==> src/rtl/core/polygon_revolution_volume_top_defines.svh <==
// Assertion macros shared by the polygon revolution volume RTL.
// Expects clk and rst_n in the scope of each use.
`ifndef POLYGON_REVOLUTION_VOLUME_TOP_DEFINES_SVH
`define POLYGON_REVOLUTION_VOLUME_TOP_DEFINES_SVH

// Same-cycle implication, disabled during reset.
`define POLYREV_ASSERT_NOW(lbl, ante, cons, msg) \
  lbl: assert property (@(posedge clk) disable iff (!rst_n) (ante) |-> (cons)) \
    else $error(msg);

// Next-cycle implication, disabled during reset.
`define POLYREV_ASSERT_NEXT(lbl, ante, cons, msg) \
  lbl: assert property (@(posedge clk) disable iff (!rst_n) (ante) |=> (cons)) \
    else $error(msg);

`endif

==> src/rtl/core/polyrev_pkg.sv <==
// Shared constants and the edge record for the polygon revolution volume block.
// No dependencies.
package polyrev_pkg;

  localparam int MAX_VERTICES = 64;
  localparam int MIN_VERTICES = 3;
  localparam int CNT_W        = $clog2(MAX_VERTICES + 1);

  localparam int COORD_W = 16;
  localparam int SCALE_W = 17;
  localparam int AREA_W  = 40;
  localparam int MOM_W   = 57;
  localparam int VOL_W   = 58;

  // Edge queue between front and back
  localparam int FIFO_DEPTH = 4;
  localparam int FIFO_AW    = $clog2(FIFO_DEPTH);

  // Configuration map
  localparam int PADDR_W = 3;
  localparam int PDATA_W = 32;
  localparam logic REG_REVOLUTION_SCALE = 1'b0;

  // One edge a -> b, plus the closing tags when it is the ring's last edge
  typedef struct packed {
    logic signed [COORD_W-1:0] xa;
    logic signed [COORD_W-1:0] ya;
    logic signed [COORD_W-1:0] xb;
    logic signed [COORD_W-1:0] yb;
    logic                      close;
    logic                      few;
    logic                      too_many;
  } edge_t;

endpackage

==> src/rtl/core/polyrev_front.sv <==
// Front end: takes vertices, tracks first/prev vertex and count, emits edges.
// Depends on polyrev_pkg.
module polyrev_front (
  input  logic                                  clk,
  input  logic                                  rst_n,
  input  logic                                  push,
  output logic                                  full,
  input  logic signed [polyrev_pkg::COORD_W-1:0] in_x,
  input  logic signed [polyrev_pkg::COORD_W-1:0] in_y,
  input  logic                                  in_last,
  output logic                                  q_wr,
  output polyrev_pkg::edge_t                    q_data,
  input  logic                                  q_full
);

  logic [polyrev_pkg::CNT_W-1:0]         cnt_r, cnt_nxt;
  logic                                  over_r, over_nxt;
  logic signed [polyrev_pkg::COORD_W-1:0] first_x_r, first_y_r, prev_x_r, prev_y_r;
  logic signed [polyrev_pkg::COORD_W-1:0] first_x_nxt, first_y_nxt, prev_x_nxt, prev_y_nxt;
  logic                                  pend_r;
  polyrev_pkg::edge_t                    pend_edge_r;

  logic               take, room, need_a;
  polyrev_pkg::edge_t edge_a, edge_b;

  assign full = pend_r | q_full;
  assign take = push & ~full;
  assign room = cnt_r < polyrev_pkg::CNT_W'(polyrev_pkg::MAX_VERTICES);
  assign need_a = room & (cnt_r != '0);

  always_comb begin
    cnt_nxt     = room ? cnt_r + 1'b1 : cnt_r;
    over_nxt    = over_r | ~room;
    first_x_nxt = (room && cnt_r == '0) ? in_x : first_x_r;
    first_y_nxt = (room && cnt_r == '0) ? in_y : first_y_r;
    prev_x_nxt  = room ? in_x : prev_x_r;
    prev_y_nxt  = room ? in_y : prev_y_r;

    edge_a.xa       = prev_x_r;
    edge_a.ya       = prev_y_r;
    edge_a.xb       = in_x;
    edge_a.yb       = in_y;
    edge_a.close    = 1'b0;
    edge_a.few      = 1'b0;
    edge_a.too_many = 1'b0;

    // closing edge back to the first vertex
    edge_b.xa       = prev_x_nxt;
    edge_b.ya       = prev_y_nxt;
    edge_b.xb       = first_x_nxt;
    edge_b.yb       = first_y_nxt;
    edge_b.close    = 1'b1;
    edge_b.few      = cnt_nxt < polyrev_pkg::CNT_W'(polyrev_pkg::MIN_VERTICES);
    edge_b.too_many = over_nxt;
  end

  always_comb begin
    if (pend_r) begin
      q_wr   = ~q_full;
      q_data = pend_edge_r;
    end else begin
      q_wr   = take & (need_a | in_last);
      q_data = need_a ? edge_a : edge_b;
    end
  end

  always_ff @(posedge clk) begin
    if (!rst_n) begin
      cnt_r  <= '0;
      over_r <= 1'b0;
      pend_r <= 1'b0;
    end else begin
      if (pend_r && !q_full) begin
        pend_r <= 1'b0;
      end
      if (take) begin
        if (in_last) begin
          cnt_r  <= '0;
          over_r <= 1'b0;
          if (need_a) begin
            pend_r <= 1'b1;
          end
        end else begin
          cnt_r  <= cnt_nxt;
          over_r <= over_nxt;
        end
      end
    end
  end

  always_ff @(posedge clk) begin
    if (take) begin
      first_x_r   <= first_x_nxt;
      first_y_r   <= first_y_nxt;
      prev_x_r    <= prev_x_nxt;
      prev_y_r    <= prev_y_nxt;
      pend_edge_r <= edge_b;
    end
  end

endmodule

==> config.mk <==
export PLATFORM = sky130hd
export DESIGN_NAME = polyrev_front
export DESIGN_NICKNAME = d
export VERILOG_FILES = /design/src/rtl/core/polygon_revolution_volume_top_defines.svh /design/src/rtl/core/polyrev_pkg.sv /design/src/rtl/core/polyrev_front.sv
export SDC_FILE = /design/constraint.sdc
export NUM_CORES = 1
export LEC_CHECK = 0
export BUFFER_PORTS_ARGS = -buffer_cell sky130_fd_sc_hd__buf_2
export CAP_MARGIN = 20
export CORE_UTILIZATION = 42
export DETAILED_ROUTE_END_ITERATION = 6
export PLACE_DENSITY = 0.69
export REMOVE_ABC_BUFFERS = 1
export SLEW_MARGIN = 10
export SYNTH_ARGS = -nofsm -noshare
export SYNTH_HDL_FRONTEND = slang
export SYNTH_SLANG_ARGS = --single-unit
==> constraint.sdc <==
create_clock -name clk -period 2.8 [get_ports clk]
set_input_delay 0.84 -clock clk [delete_from_list [all_inputs] [get_ports clk]]
set_output_delay 0.84 -clock clk [all_outputs]
set_load 0.005 [all_outputs]
==> results.py <==
metrics = {
    "sta": {
        "finalSetupViolations": 32,
        "min_period_ns": 2.86,
        "slew-limit-headroom": 0.641,
        "fin_ws_ns": -0.0624,
        "finalClockSkew_ns": 0.00850,
        "clock.fmax_mhz": 349,
        "hold_ws_ns": 0.468,
        "hold_violations": 0,
        "drv_slew": 0,
        "rsz0062_at_grt": "true",
        "worst_pin_slew_ns": 0.537,
        "finalCritPeriodShare": 1.02,
    },
    "floorplan": {
        "die-height_um": 98.1,
        "initial_core_util": 0.438,
        "num_rows": 34,
        "die_area_um2": 9620,
        "dieWidth_um": 98.1,
        "io-pin-count": 106,
        "coreArea_um2": 8850,
    },
    "cells_and_area": {
        "finalNetCount": 418,
        "area_growth_pct": 33.0,
        "drive_gt1_frac": 0.549,
        "final_cell_area_um2": 5160,
        "fin_cells": 492,
        "final_core_util": 0.583,
        "n_antenna_cell": 0,
        "fillCellCount": 725,
    },
    "power": {
        "seqPwrFrac": 0.480,
        "cellPowerDensity_nw_per_um2": 517,
        "netSwitchingFraction": 0.219,
        "power_frac_clock": 0.375,
        "leakagePower_nw": 2.06,
        "power_frac_comb": 0.146,
        "p_sw_w": 0.000585,
        "ir_drop_v": 0.000241,
        "p_int_w": 0.00208,
    },
    "yosys": {
        "synth_area_leaders": "edfxtp_1 51%, mux2_1 12%, mux2_4 12%",
        "synthesis.area_um2": 3880,
        "ys_warn_count": 0,
        "synth_cell_types": 34,
        "synthCells": 260,
        "yosys.area.top_type": "edfxtp_1",
        "synth_top_area_share": 0.511,
        "postSynthAreaPerCell_um2": 14.9,
        "ys_ff_latch": 75,
        "yosysSeqAreaShare": 0.558,
    },
    "detailed_routing": {
        "routedWlPerCell_um": 17.7,
        "wirelength_um": 8710,
        "vias": 2599,
        "via_per_inst": 5.28,
        "drtIter0Drc": 85,
        "final_antenna_net_count": 0,
        "drc_errors": 12,
        "first_pass_iters": 6,
    },
    "clocking": {
        "htree_levels": 3,
        "clk_latency_ns": 0.35,
        "clk_pin_slew_worst_paths_ns": 0.07,
        "cts_tree": "built",
        "clock_sinks": 75,
        "hold_buffers": 0,
        "cts_buffer_depth": 2,
        "cts_root_buffer": "clkbuf_8",
        "cts_buffers": 9,
    },
    "flow_run": {
        "cap_violations": 0,
    },
    "worst_setup_path": {
        "required_ns": 1.96,
        "cpMaxStageDelayCell": "dfxtp_4",
        "critPathMaxFanout": 5,
        "path_class": "flip-flop to output pin",
        "critical_path.max_stage_delay_ns": 0.37,
        "crit_arrival_ns": 2.02,
        "r2r-start": "pend_r",
        "path_cells": "nor3_4 -> a31oi_4 -> or2_4 -> clkbuf_16 -> mux2_4 -> buf_6",
        "startpoint_type": "flip-flop",
        "end_kind": "output pin",
        "r2r-end": "pend_edge_r[53]",
        "ff2ff_path_depth": 4,
        "rrSetupSlack_ns": 0.94,
    },
    "grt": {
        "antenna_found_initial": 0,
        "grt_pass1_vias": 2550,
        "grt_use_total": 0.179,
        "grt_pass1_wl_um": 13200,
        "grt_max_degree": 34,
        "grt-ovfl-total": 0,
    },
    "worst_hold_path": {
        "holdCritStartpoint": "over_r",
        "holdCritPathClass": "flip-flop to flip-flop",
        "min_to": "over_r",
        "hold_depth": 2,
    },
    "place": {
        "place_congestion": 0.780,
        "pre_cts_slack_ns": 0.199,
        "dp_hpwl_um": 5620,
        "placed_cells": 468,
        "io_buffers": 105,
        "placed_area_um2": 4540,
    },
    "run_status": {
        "status": "finished, violations left",
        "violations": "design-rule violations, negative setup slack",
    },
}
layout by cell type, fill, tap and decap left out, types with 3 or more instances in the layout:
master     synthesis  layout
nand2_1            9       9
buf_4              0      13
nand3_1            3       3
nor3_1             4       4
mux2_4            30      32
edfxtp_1          66      66
o21ai_0            5       5
buf_2              5      74
clkbuf_8           0       9
buf_12             3       3
dfxtp_2            0       3
mux2_2            25      25
nor2_1             7       5
inv_1              7       6
buf_6              1      31
mux2_1            41      39
a21oi_1            9       9
inv_2              2       3
dfxtp_4            0       3
dfxtp_1            9       3
bufinv_16          0       3
nor2b_1            5       5
power groups by stage:
stage	sequential, W	combinational, W	clock [W]
detailed placement	0.00131	0.000310	0
floorplan	0.00130	0.000166	0
finish	0.00128	0.000389	0.00100
CTS	0.00128	0.000322	0.00102
global route	0.00128	0.000417	0.00106
global placement	0.00131	0.000302	0
per-stage QoR:
stage | power, W | setup TNS, ns
after floorplan | 0.00147 | -52.86
after global placement | 0.00161 | 0
after detailed placement | 0.00162 | 0
after CTS | 0.00263 | 0
after global routing | 0.00276 | -2.78
final | 0.00267 | -1.34
worst max-delay path, delay by kind of cell (launching register included):
family	cells	cell delay [ns]
simple gates	2	0.57
mux	1	0.31
flops	1	0.37
compound gates	1	0.12
buf+inv	2	0.31
final cells by class:
type	instances	area, um2	area share
clock buffer	9	124	0.0240
clock inverter	7	116	0.0226
inverter	9	33.8	0.00655
multi-input combinational	160	1620	0.314
sequential	75	2180	0.422
tap	108	135	0.0262
timing repair buffer	124	955	0.185
synthesized netlist by cell type:
cell type / number
edfxtp_1: 66
mux2_1: 41
mux2_4: 30
mux2_2: 25
a21oi_1: 9
dfxtp_1: 9
nand2_1: 9
inv_1: 7
nor2_1: 7
buf_2: 5
nor2b_1: 5
o21ai_0: 5
clkbuf_1: 4
nor3_1: 4
buf_1: 3
buf_12: 3
nand3_1: 3
a31oi_1: 2
and2_1: 2
ha_1: 2
inv_2: 2
nand4_1: 2
nor3b_1: 2
o21a_1: 2
o31ai_1: 2
a21boi_1: 1
and3_1: 1
and4b_1: 1
buf_6: 1
nand2b_1: 1
nor3_2: 1
o21ai_1: 1
or2_1: 1
or4b_1: 1
timing repair:
item                                    4_1_cts  5_1_grt
resized for setup                            12       40
endpoints found under the setup margin       32       32
pin swaps                                     4        4
cloned                                        1        2
buffers inserted                              1        4
routing by layer:
layer,share of wire,track usage
met1,0.45,0.242
met5,0,0
met4,0.013,0.0699
met2,0.49,0.287
met3,0.046,0.0301
how the worst max path moves through the flow:
stage,start,slack [ns],depth (start not counted),to
floorplan,cnt_r[6],-0.83,2,q_data[3]
global placement,cnt_r[0],0.24,7,q_data[39]
detailed placement,cnt_r[0],0.20,7,q_data[36]
CTS,cnt_r[0],0.006,7,q_data[49]
global route,cnt_r[4],-0.10,6,q_data[62]
finish,cnt_r[4],-0.06,6,q_data[62]
cell families after synthesis:
| group | Yosys count | share of synthesized area |
|---|---|---|
| AOI/OAI and AO/OA | 22 | 0.0323 |
| DFF | 75 | 0.558 |
| buffers and inverters | 25 | 0.0403 |
| adders and majority gates | 2 | 0.00645 |
| muxes | 96 | 0.308 |
| and+or+nand+nor | 40 | 0.0555 |
(Power assumes the default switching activity.)
