## src/rtl/core/polygon_revolution_volume_top_defines.svh

```systemverilog
// Assertion macros shared by the polygon revolution volume RTL.
// Expects clk and rst_n in the scope of each use.
`ifndef POLYGON_REVOLUTION_VOLUME_TOP_DEFINES_SVH
`define POLYGON_REVOLUTION_VOLUME_TOP_DEFINES_SVH

// Same-cycle implication, disabled during reset.
`define POLYREV_ASSERT_NOW(lbl, ante, cons, msg) \
  lbl: assert property (@(posedge clk) disable iff (!rst_n) (ante) |-> (cons)) \
    else $error(msg);

// Next-cycle implication, disabled during reset.
`define POLYREV_ASSERT_NEXT(lbl, ante, cons, msg) \
  lbl: assert property (@(posedge clk) disable iff (!rst_n) (ante) |=> (cons)) \
    else $error(msg);

`endif

```

## src/rtl/core/polyrev_pkg.sv

```systemverilog
// Shared constants and the edge record for the polygon revolution volume block.
// No dependencies.
package polyrev_pkg;

  localparam int MAX_VERTICES = 64;
  localparam int MIN_VERTICES = 3;
  localparam int CNT_W        = $clog2(MAX_VERTICES + 1);

  localparam int COORD_W = 16;
  localparam int SCALE_W = 17;
  localparam int AREA_W  = 40;
  localparam int MOM_W   = 57;
  localparam int VOL_W   = 58;

  // Edge queue between front and back
  localparam int FIFO_DEPTH = 4;
  localparam int FIFO_AW    = $clog2(FIFO_DEPTH);

  // Configuration map
  localparam int PADDR_W = 3;
  localparam int PDATA_W = 32;
  localparam logic REG_REVOLUTION_SCALE = 1'b0;

  // One edge a -> b, plus the closing tags when it is the ring's last edge
  typedef struct packed {
    logic signed [COORD_W-1:0] xa;
    logic signed [COORD_W-1:0] ya;
    logic signed [COORD_W-1:0] xb;
    logic signed [COORD_W-1:0] yb;
    logic                      close;
    logic                      few;
    logic                      too_many;
  } edge_t;

endpackage

```

## src/rtl/core/polyrev_fifo.sv

```systemverilog
// Short edge queue between the front and back parts.
// Depends on polyrev_pkg.
module polyrev_fifo (
  input  logic               clk,
  input  logic               rst_n,
  input  logic               wr_en,
  input  polyrev_pkg::edge_t wr_data,
  output logic               full,
  input  logic               rd_en,
  output polyrev_pkg::edge_t rd_data,
  output logic               empty
);

  polyrev_pkg::edge_t              mem_r [polyrev_pkg::FIFO_DEPTH];
  logic [polyrev_pkg::FIFO_AW-1:0] wr_ptr_r, rd_ptr_r;
  logic [polyrev_pkg::FIFO_AW:0]   cnt_r;

  assign full    = cnt_r == (polyrev_pkg::FIFO_AW+1)'(polyrev_pkg::FIFO_DEPTH);
  assign empty   = cnt_r == '0;
  assign rd_data = mem_r[rd_ptr_r];

  always_ff @(posedge clk) begin
    if (!rst_n) begin
      wr_ptr_r <= '0;
      rd_ptr_r <= '0;
      cnt_r    <= '0;
    end else begin
      if (wr_en) begin
        wr_ptr_r <= wr_ptr_r + 1'b1;
      end
      if (rd_en) begin
        rd_ptr_r <= rd_ptr_r + 1'b1;
      end
      case ({wr_en, rd_en})
        2'b10:   cnt_r <= cnt_r + 1'b1;
        2'b01:   cnt_r <= cnt_r - 1'b1;
        default: cnt_r <= cnt_r;
      endcase
    end
  end

  always_ff @(posedge clk) begin
    if (wr_en) begin
      mem_r[wr_ptr_r] <= wr_data;
    end
  end

endmodule

```

## config.mk

```make
export PLATFORM = sky130hd
export DESIGN_NAME = polyrev_fifo
export DESIGN_NICKNAME = d
export VERILOG_FILES = /design/src/rtl/core/polygon_revolution_volume_top_defines.svh /design/src/rtl/core/polyrev_pkg.sv /design/src/rtl/core/polyrev_fifo.sv
export SDC_FILE = /design/constraint.sdc
export NUM_CORES = 1
export LEC_CHECK = 0
export BUFFER_PORTS_ARGS = -buffer_cell sky130_fd_sc_hd__buf_2
export CELL_PAD_IN_SITES_DETAIL_PLACEMENT = 0
export CELL_PAD_IN_SITES_GLOBAL_PLACEMENT = 1
export CORE_AREA = 2 2 146 148
export CTS_CLUSTER_SIZE = 24
export DETAILED_ROUTE_END_ITERATION = 10
export DIE_AREA = 0 0 148 150
export GPL_ROUTABILITY_DRIVEN = 0
export PLACE_DENSITY = 0.87
export SLEW_MARGIN = 40
export SYNTH_ARGS = -nofsm -noshare
export SYNTH_HDL_FRONTEND = slang
export SYNTH_SLANG_ARGS = --single-unit
```

## constraint.sdc

```tcl
create_clock -name clk -period 4.3 [get_ports clk]
set_input_delay 0.215 -clock clk [delete_from_list [all_inputs] [get_ports clk]]
set_output_delay 0.215 -clock clk [all_outputs]
set_load 0.03 [all_outputs]
```

==> results of run 1 <==
cell families after synthesis:
family / count (synthesis)
muxes: 68
AOI/OAI and AO/OA: 3
adders and majority gates: 6
buffers and inverters: 21
and+or+nand+nor: 16
xor gates and xnor gates: 5
DFF: 277
cell usage after synthesis (all sizes together):
library cell and instances:
ha 5, inv 6, xor2 3, a21boi 1, edfxtp 268, xnor2 2
dfxtp 9, or3 1, and2 10, fa 1, buf 15, o21ai 2
nor3 1, and3 1, mux2i 1, nand2 2, nor2b 1, mux4 67
per-layer routing:
| metal | vias up | global-route usage [%] | routed length [µm] |
|---|---|---|---|
| li1 | 2145 | - | - |
| met3 | 28 | 3.02 | 943 |
| met2 | 136 | 29.1 | 9550 |
| met1 | 2532 | 21.9 | 7740 |
| met4 | 0 | 4.19 | 282 |
| met5 | - | 0 | 0 |
registers in the layout (all words and copies together) (netlist names), named ones only:
| register | cells |
|---|---|
| wr_ptr_r | 2 |
| rd_ptr_r | 2 |
| mem_r | 268 |
| cnt_r | 3 |
worst min-delay path: stages:
cell	delay, ns
buf_2	0.13
xor2_1	0.08
and2_1	0.15
per-stage QoR:
step	cell area, µm²	util [%]	hold slack [ns]	worst slack (ns)	power (mW)
2_1_floorplan	10200	-	0.314	1.75	3.70
3_3_place_gp	11100	53.5	0.424	1.91	3.88
3_5_place_dp	11300	54.5	0.433	2.02	3.93
4_1_cts	12900	62.3	0.0787	1.45	6.43
5_1_grt	12900	62.3	0.0988	1.35	6.58
6_report	12900	62.4	0.0962	1.53	6.37
layout make-up:
cell class | count | area share [%]
Timing Repair Buffer | 219 | 12.3
Clock inverter | 18 | 1.92
Sequential cell | 277 | 63.8
Inverter | 6 | 0.175
Multi-Input combinational cell | 98 | 13.7
Antenna cell | 1 | 0.0194
Clock buffer | 31 | 5.35
Tap cell | 275 | 2.67
power by group through the flow:
| stage | logic (mW) | clock network (mW) | registers (mW) |
|---|---|---|---|
| after global placement | 0.650 | 0 | 3.23 |
| after global routing | 0.810 | 2.61 | 3.16 |
| after detailed placement | 0.721 | 0 | 3.21 |
| after CTS | 0.772 | 2.51 | 3.15 |
| after floorplan | 0.515 | 0 | 3.18 |
| final | 0.763 | 2.46 | 3.15 |
worst paths after layout:
path                 end  depth (start not counted)
max          rd_data[43]                          4
max reg2reg     cnt_r[2]                          5
min reg2reg     cnt_r[2]                          2
min                 flop                          3
placed cells by master (no fill, tap or decap), types with 6 or more instances in the layout:
| cell | instances |
|---|---|
| edfxtp_1 | 268 |
| buf_2 | 139 |
| dlygate4sd3_1 | 68 |
| mux4_2 | 67 |
| clkbuf_16 | 27 |
| buf_12 | 10 |
| dfxtp_1 | 7 |
| inv_1 | 6 |
| and2_1 | 6 |
| bufinv_16 | 6 |
timing repair:
item,in CTS,in global routing
hold buffers,68,0
endpoints found under the hold margin,273,0
setup endpoints to repair,0,0
gates resized for setup,0,0
buffers inserted,0,0
==> summary.txt, run 1 <==
Outcome
  • Status: completed

Final layout
  • Number of fill cells: 1455
  • Share of post-route cells with drive strength above 1: 40.7%
  • Layout Nets: 706
  • Layout area overhead: 27.1%
  • Footprint of the multi-input gates: 1770 µm²
  • Post-Layout Cell Count: 925
  • FF/Latch Area: 8240 µm²

Synthesis
  • Top cell type's share of synthesized area: 79.3%
  • Post-synthesis adder-cell area fraction: 0.813%
  • Sequential area share after synthesis: 81.0%
  • Synth Warn #: 0
  • Post-synthesis mux area share: 15.0%
  • Syn Std Cell Area: 10200 µm²
  • Cell variety after synth: 22
  • Largest family of logic cells by synthesized area: multiplexers
  • Cells after Synth: 396
  • Simple-gate share of the synthesized area: 0.924%
  • Syn Area/Cell: 25.6 µm²
  • Mapped Nets: 473
  • Synth Area in XOR/XNOR: 0.431%
  • Yosys reg bits: 277
  • Post-synth top area cell: edfxtp_1
  • Top post-synthesis cells by area: edfxtp_1, mux4_2, dfxtp_1
  • Compound-Gate Fraction of Synth Area: 0.173%

Global route
  • Grt ovf: 0
  • Largest net degree at the start of global routing: 39
  • Number of global-route vias before repair: 5150
  • Overall Global Routing Usage: 16.7%
  • First-pass GRT wire length: 28200 µm
  • Initial antenna violation count: 1

Power and ir drop
  • Net Switching: 1.45 mW
  • Sequential Power Share: 49.4%
  • Pwr/cell area: 494 nW/µm²
  • Sw frac: 22.7%
  • IR drop worst, VDD: 0.000310 V
  • Logic gate share of total power: 12.0%
  • Lkg Pwr: 4.42 nW
  • Int Pwr: 4.92 mW
  • Clock Power Share: 38.6%

Worst hold path
  • Min-delay src: rd_en
  • Worst Hold Class: in -> reg

CTS
  • Clk Latency, worst-skew pair: 0.51 ns
  • Htree depth: 1
  • Clock Tree Buf Depth: 3
  • Reg clk slew, reported paths: 0.06 ns
  • CTS Buf Count: 27
  • Clock sink count: 277
  • CTS tree: yes
  • Clock root buffer: clkbuf_16

Timing
  • Final min period: 2.77 ns
  • Tcrit/Tclk final: 64.3%
  • FMAX: 362 MHz
  • Measured slew at the worst slew-check pin: 0.476 ns
  • Max-slew violations: 0
  • Final hold vios: 0
  • Final setup vio count: 0
  • Setup TNS: 0 ns
  • Clock skew: 0.00824 ns
  • Unrepaired setup endpoints after global routing: false
  • Slew margin rel.: 68.2%

Setup path
  • Cell family with most CP delay: buffers and inverters
  • R2r startpoint: cnt_r[0]
  • Reg2reg setup slack: 2.65 ns
  • Max stage delay on crit path: 0.65 ns
  • Worst EP required: 4.09 ns
  • Crit path DAT: 2.55 ns
  • Worst Path Max Fanout: 26
  • CP Class: reg -> out
  • Worst-path cell chain: buf_12, buf_4, mux4_2, buf_2
  • Buf+Inv Stages, Crit Path: 3
  • CP Launch Type: flop
  • Slowest-stage cell, CP: dfxtp_4
  • Crit. End Element: output pin

Route
  • DR vias: 4841
  • Vias per cell: 5.23
  • TritonRoute pass-1 iters: 4
  • Wire length per cell: 20.0 µm
  • Final wirelength: 18500 µm
  • DRT iter0 DRCs: 233
  • Final ANT Viol Nets: 0
  • Drc violations: 0

Floorplan
  • Core Rows: 53
  • Die height: 150 µm
  • Ports: 140
  • Placeable Area: 20700 µm²
  • Initial core utilization: 49.1%
  • Die Wd: 148 µm
  • Die ar.: 22200 µm²

Place
  • PortBufs: 139
  • Placed cell count: 807
  • Hpwl dp: 11500 µm

Run
  • Max Cap Violations: 0
Power figures use the tool's default switching activity.
==> inputs of run 2 (changes only) <==
- ABC_AREA: not set -> 1
- CORE_AREA: 2 2 146 148 -> 2 2 152 154
- DIE_AREA: 0 0 148 150 -> 0 0 154 156
- clock period: 4.3 -> 2.6 ns (I/O delays scaled with it)
==> run 2 against run 1 <==
Clock-buffer cell count decreased by 1; utilization decreased by 4.5 points; cell area increased by 0.27%; power increased by 61%; flip-flop and latch count unchanged; via count increased by 31%.
==> summary.txt, run 2 <==
Route
  • TritonRoute pass-1 iters: 4 (unchanged)
  • Final ANT Viol Nets: 0 (unchanged)
  • Vias per cell: 5.22 (-0.26%)
  • DRT iter0 DRCs: 467 (+100%)
  • Drc violations: 0 (unchanged)
  • Final wirelength: 21500 µm (+16%)
  • DR vias: 6363 (+31%)
  • Wire length per cell: 17.6 µm (-12%)

Place
  • PortBufs: 139 (unchanged)
  • Hpwl dp: 11900 µm (+3.7%)
  • Post-placement cell area: 11300 µm² (+0.59%)
  • Pre-CTS WS: 0.825 ns (-1.20 ns)

Timing
  • Slew margin rel.: 52.4% (-16 points)
  • Setup TNS: 0 ns (unchanged)
  • Max-slew violations: 0 (unchanged)
  • Post-route setup slack: 0.334 ns (-1.20 ns)
  • FMAX: 441 MHz
  • Final min period: 2.27 ns
  • Tcrit/Tclk final: 87.1%
  • Measured slew at the worst slew-check pin: 0.715 ns (+0.238 ns)
  • Final setup vio count: 0 (unchanged)
  • Unrepaired setup endpoints after global routing: false
  • Final hold vios: 0 (unchanged)
  • Clock skew: 0.00983 ns (+0.00160 ns)

Worst hold path
  • Worst Hold Class: in -> reg
  • Min-delay src: wr_en

Global route
  • Number of global-route vias before repair: 6295 (+22%)
  • Initial antenna violation count: 0 (-1)
  • Largest net degree at the start of global routing: 83 (+110%)
  • First-pass GRT wire length: 32900 µm (+17%)
  • Grt ovf: 0 (unchanged)
  • Overall Global Routing Usage: 17.6% (+0.95 points)

Final layout
  • Commonest non-fill, non-tap cells in the layout: edfxtp_1, buf_2, nor2_1, o21ai_0, dlygate4sd3_1
  • Max reg flops: 268 (unchanged)
  • Ant. Diodes: 0 (-1)
  • FF/Latch Area: 8230 µm² (about the same)
  • Number of fill cells: 1724 (+18%)
  • Top flop regs: mem_r: 268 flops, cnt_r: 3 flops
  • Reg with most FFs: mem_r
  • Post-route cell area: 12900 µm² (+0.27%)
  • Layout area overhead: 24.7%
  • Final Util: 57.8% (-4.5 points)
  • Footprint of the multi-input gates: 1800 µm² (+1.7%)
  • Layout Nets: 991 (+40%)
  • Share of post-route cells with drive strength above 1: 21.4% (-19 points)
  • Commonest non-fill, non-tap cell in the layout: edfxtp_1

Power and ir drop
  • IR drop worst, VDD: 0.000451 V (+45%)
  • Net Switching: 2.39 mW (+65%)
  • Sw frac: 23.3% (+0.60 points)
  • Clock Power Share: 38.1% (-0.5 points)
  • Pwr/cell area: 791 nW/µm² (+60%)
  • Tot Pwr: 10.2 mW (+61%)
  • Sequential Power Share: 50.3% (+0.9 points)
  • Logic gate share of total power: 11.6% (-0.4 points)
  • Lkg Pwr: 4.60 nW (+4.2%)
  • Int Pwr: 7.85 mW (+59%)

Synthesis
  • Post-synthesis adder-cell area fraction: 0.796% (-0.018 points)
  • Yosys reg bits: 277 (unchanged)
  • Cells after Synth: 705 (+78%)
  • Synth Warn #: 0 (unchanged)
  • Post-synth EDFFs: 268 (unchanged)
  • Post-synth ARST share: 0% (unchanged)
  • Mapped Nets: 782 (+65%)
  • Top cell type's share of synthesized area: 77.6% (-1.7 points)
  • Synth Area in XOR/XNOR: 0% (-0.43 points)
  • Count leader, synth: edfxtp_1
  • Cell variety after synth: 22 (unchanged)
  • Post-synth top area cell: edfxtp_1
  • Top post-synthesis cells by area: edfxtp_1, o21ai_0, nor2_1
  • Simple-gate share of the synthesized area: 5.49% (+4.6 points)
  • Post-synthesis mux area share: 0% (-15 points)
  • Syn Area/Cell: 14.7 µm² (-43%)
  • Main synth FF type: edfxtp_1
  • Largest family of logic cells by synthesized area: compound AO/OA/AOI/OAI gates
  • Synth cell count leaders: edfxtp_1, nor2_1, o21ai_0
  • Syn Std Cell Area: 10400 µm² (+2.2%)
  • Sequential area share after synthesis: 79.3% (-1.8 points)
  • Compound-Gate Fraction of Synth Area: 11.0% (+11 points)

Floorplan
  • Die height: 156 µm (+4.0%)
  • Initial core utilization: 46.4% (-2.7 points)
  • Ports: 140 (unchanged)
  • Die Wd: 154 µm (+4.1%)
  • Placeable Area: 22400 µm² (+8.1%)
  • Core Rows: 55 (+3.8%)
  • Die ar.: 24000 µm² (+8.2%)

CTS
  • Reg clk slew, reported paths: 0.07 ns (about the same)
  • CTS Buf Count: 27 (unchanged)
  • Htree depth: 1 (unchanged)
  • Clock Tree Buf Depth: 3 (unchanged)
  • Setup bufs post-CTS: 0 (unchanged)
  • CTS tree: yes
  • Clock root buffer: clkbuf_16
  • Clk Latency, worst-skew pair: 0.51 ns (about the same)
  • Clock sink count: 277 (unchanged)

Outcome
  • Status: completed

Setup path
  • Crit path DAT: 2.14 ns (-0.41 ns)
  • CP Launch Type: flop
  • Crit. End Element: output pin
  • Worst EP required: 2.47 ns (-1.62 ns)
  • R2r startpoint: wr_ptr_r[0]
  • Worst Path Max Fanout: 67 (+160%)
  • CP Class: reg -> out

Run
  • Max Cap Violations: 0 (unchanged)
-- run 2: critical path, cell delays in order (launching register included) --
cell,delay (ns)
dfxtp_2,0.33
buf_4,0.57
o21ai_0,0.20
o22ai_1,0.26
buf_2,0.24
-- run 2: timing repair --
item	in CTS	in global routing
hold endpoints to repair	277	0
resized for setup	0	0
hold buffers	69	0
-- run 2: layout make-up --
cell class,count,share of cell area (%)
Sequential cell,277,63.6
Clock buffer,30,5.31
Inverter,17,0.590
Multi-Input combinational cell,368,13.9
Tap cell,285,2.76
Timing Repair Buffer,223,12.2
Clock inverter,19,1.64
-- run 2: worst paths after layout --
kind / endpoint / slack, ns / depth (start not counted)
worst min-delay path: wr_ptr_r[1] / 0.06 / 3
worst min register to register: flop / 0.44 / 1
worst max-delay path: rd_data[34] / 0.33 / 4
worst max register to register: mem_r[3][5] / 0.84 / 4
-- run 2: cells by family after synthesis --
family | count (synthesis)
fa+ha+maj | 6
compound gates | 212
flops | 277
simple gates | 150
buf+inv | 60
-- run 2: metrics by stage --
step                      cells  hold slack [ns]
final                      1219           0.0610
after global routing       1219           0.0466
after CTS                  1219           0.0342
after detailed placement   1101            0.345
after global placement     1101            0.343
after floorplan             705            0.229
-- run 2: layer usage --
| layer | vias up | part of all wire (%) | track usage, % | wire length [µm] |
|---|---|---|---|---|
| met5 | - | 0 | 0 | 0 |
| met1 | 3093 | 43 | 22.9 | 9210 |
| met4 | 0 | 1.4 | 4.41 | 303 |
| met3 | 31 | 5.9 | 3.33 | 1260 |
| li1 | 3060 | - | - | - |
| met2 | 179 | 50 | 30.8 | 10700 |
-- run 2: power by group through the flow --
stage | Sequential, mW | Combinational, mW | Clock [mW]
floorplan | 5.23 | 0.731 | 0
global placement | 5.23 | 1.10 | 0
detailed placement | 5.23 | 1.12 | 0
CTS | 5.14 | 1.20 | 3.98
global route | 5.15 | 1.29 | 4.15
finish | 5.14 | 1.19 | 3.90
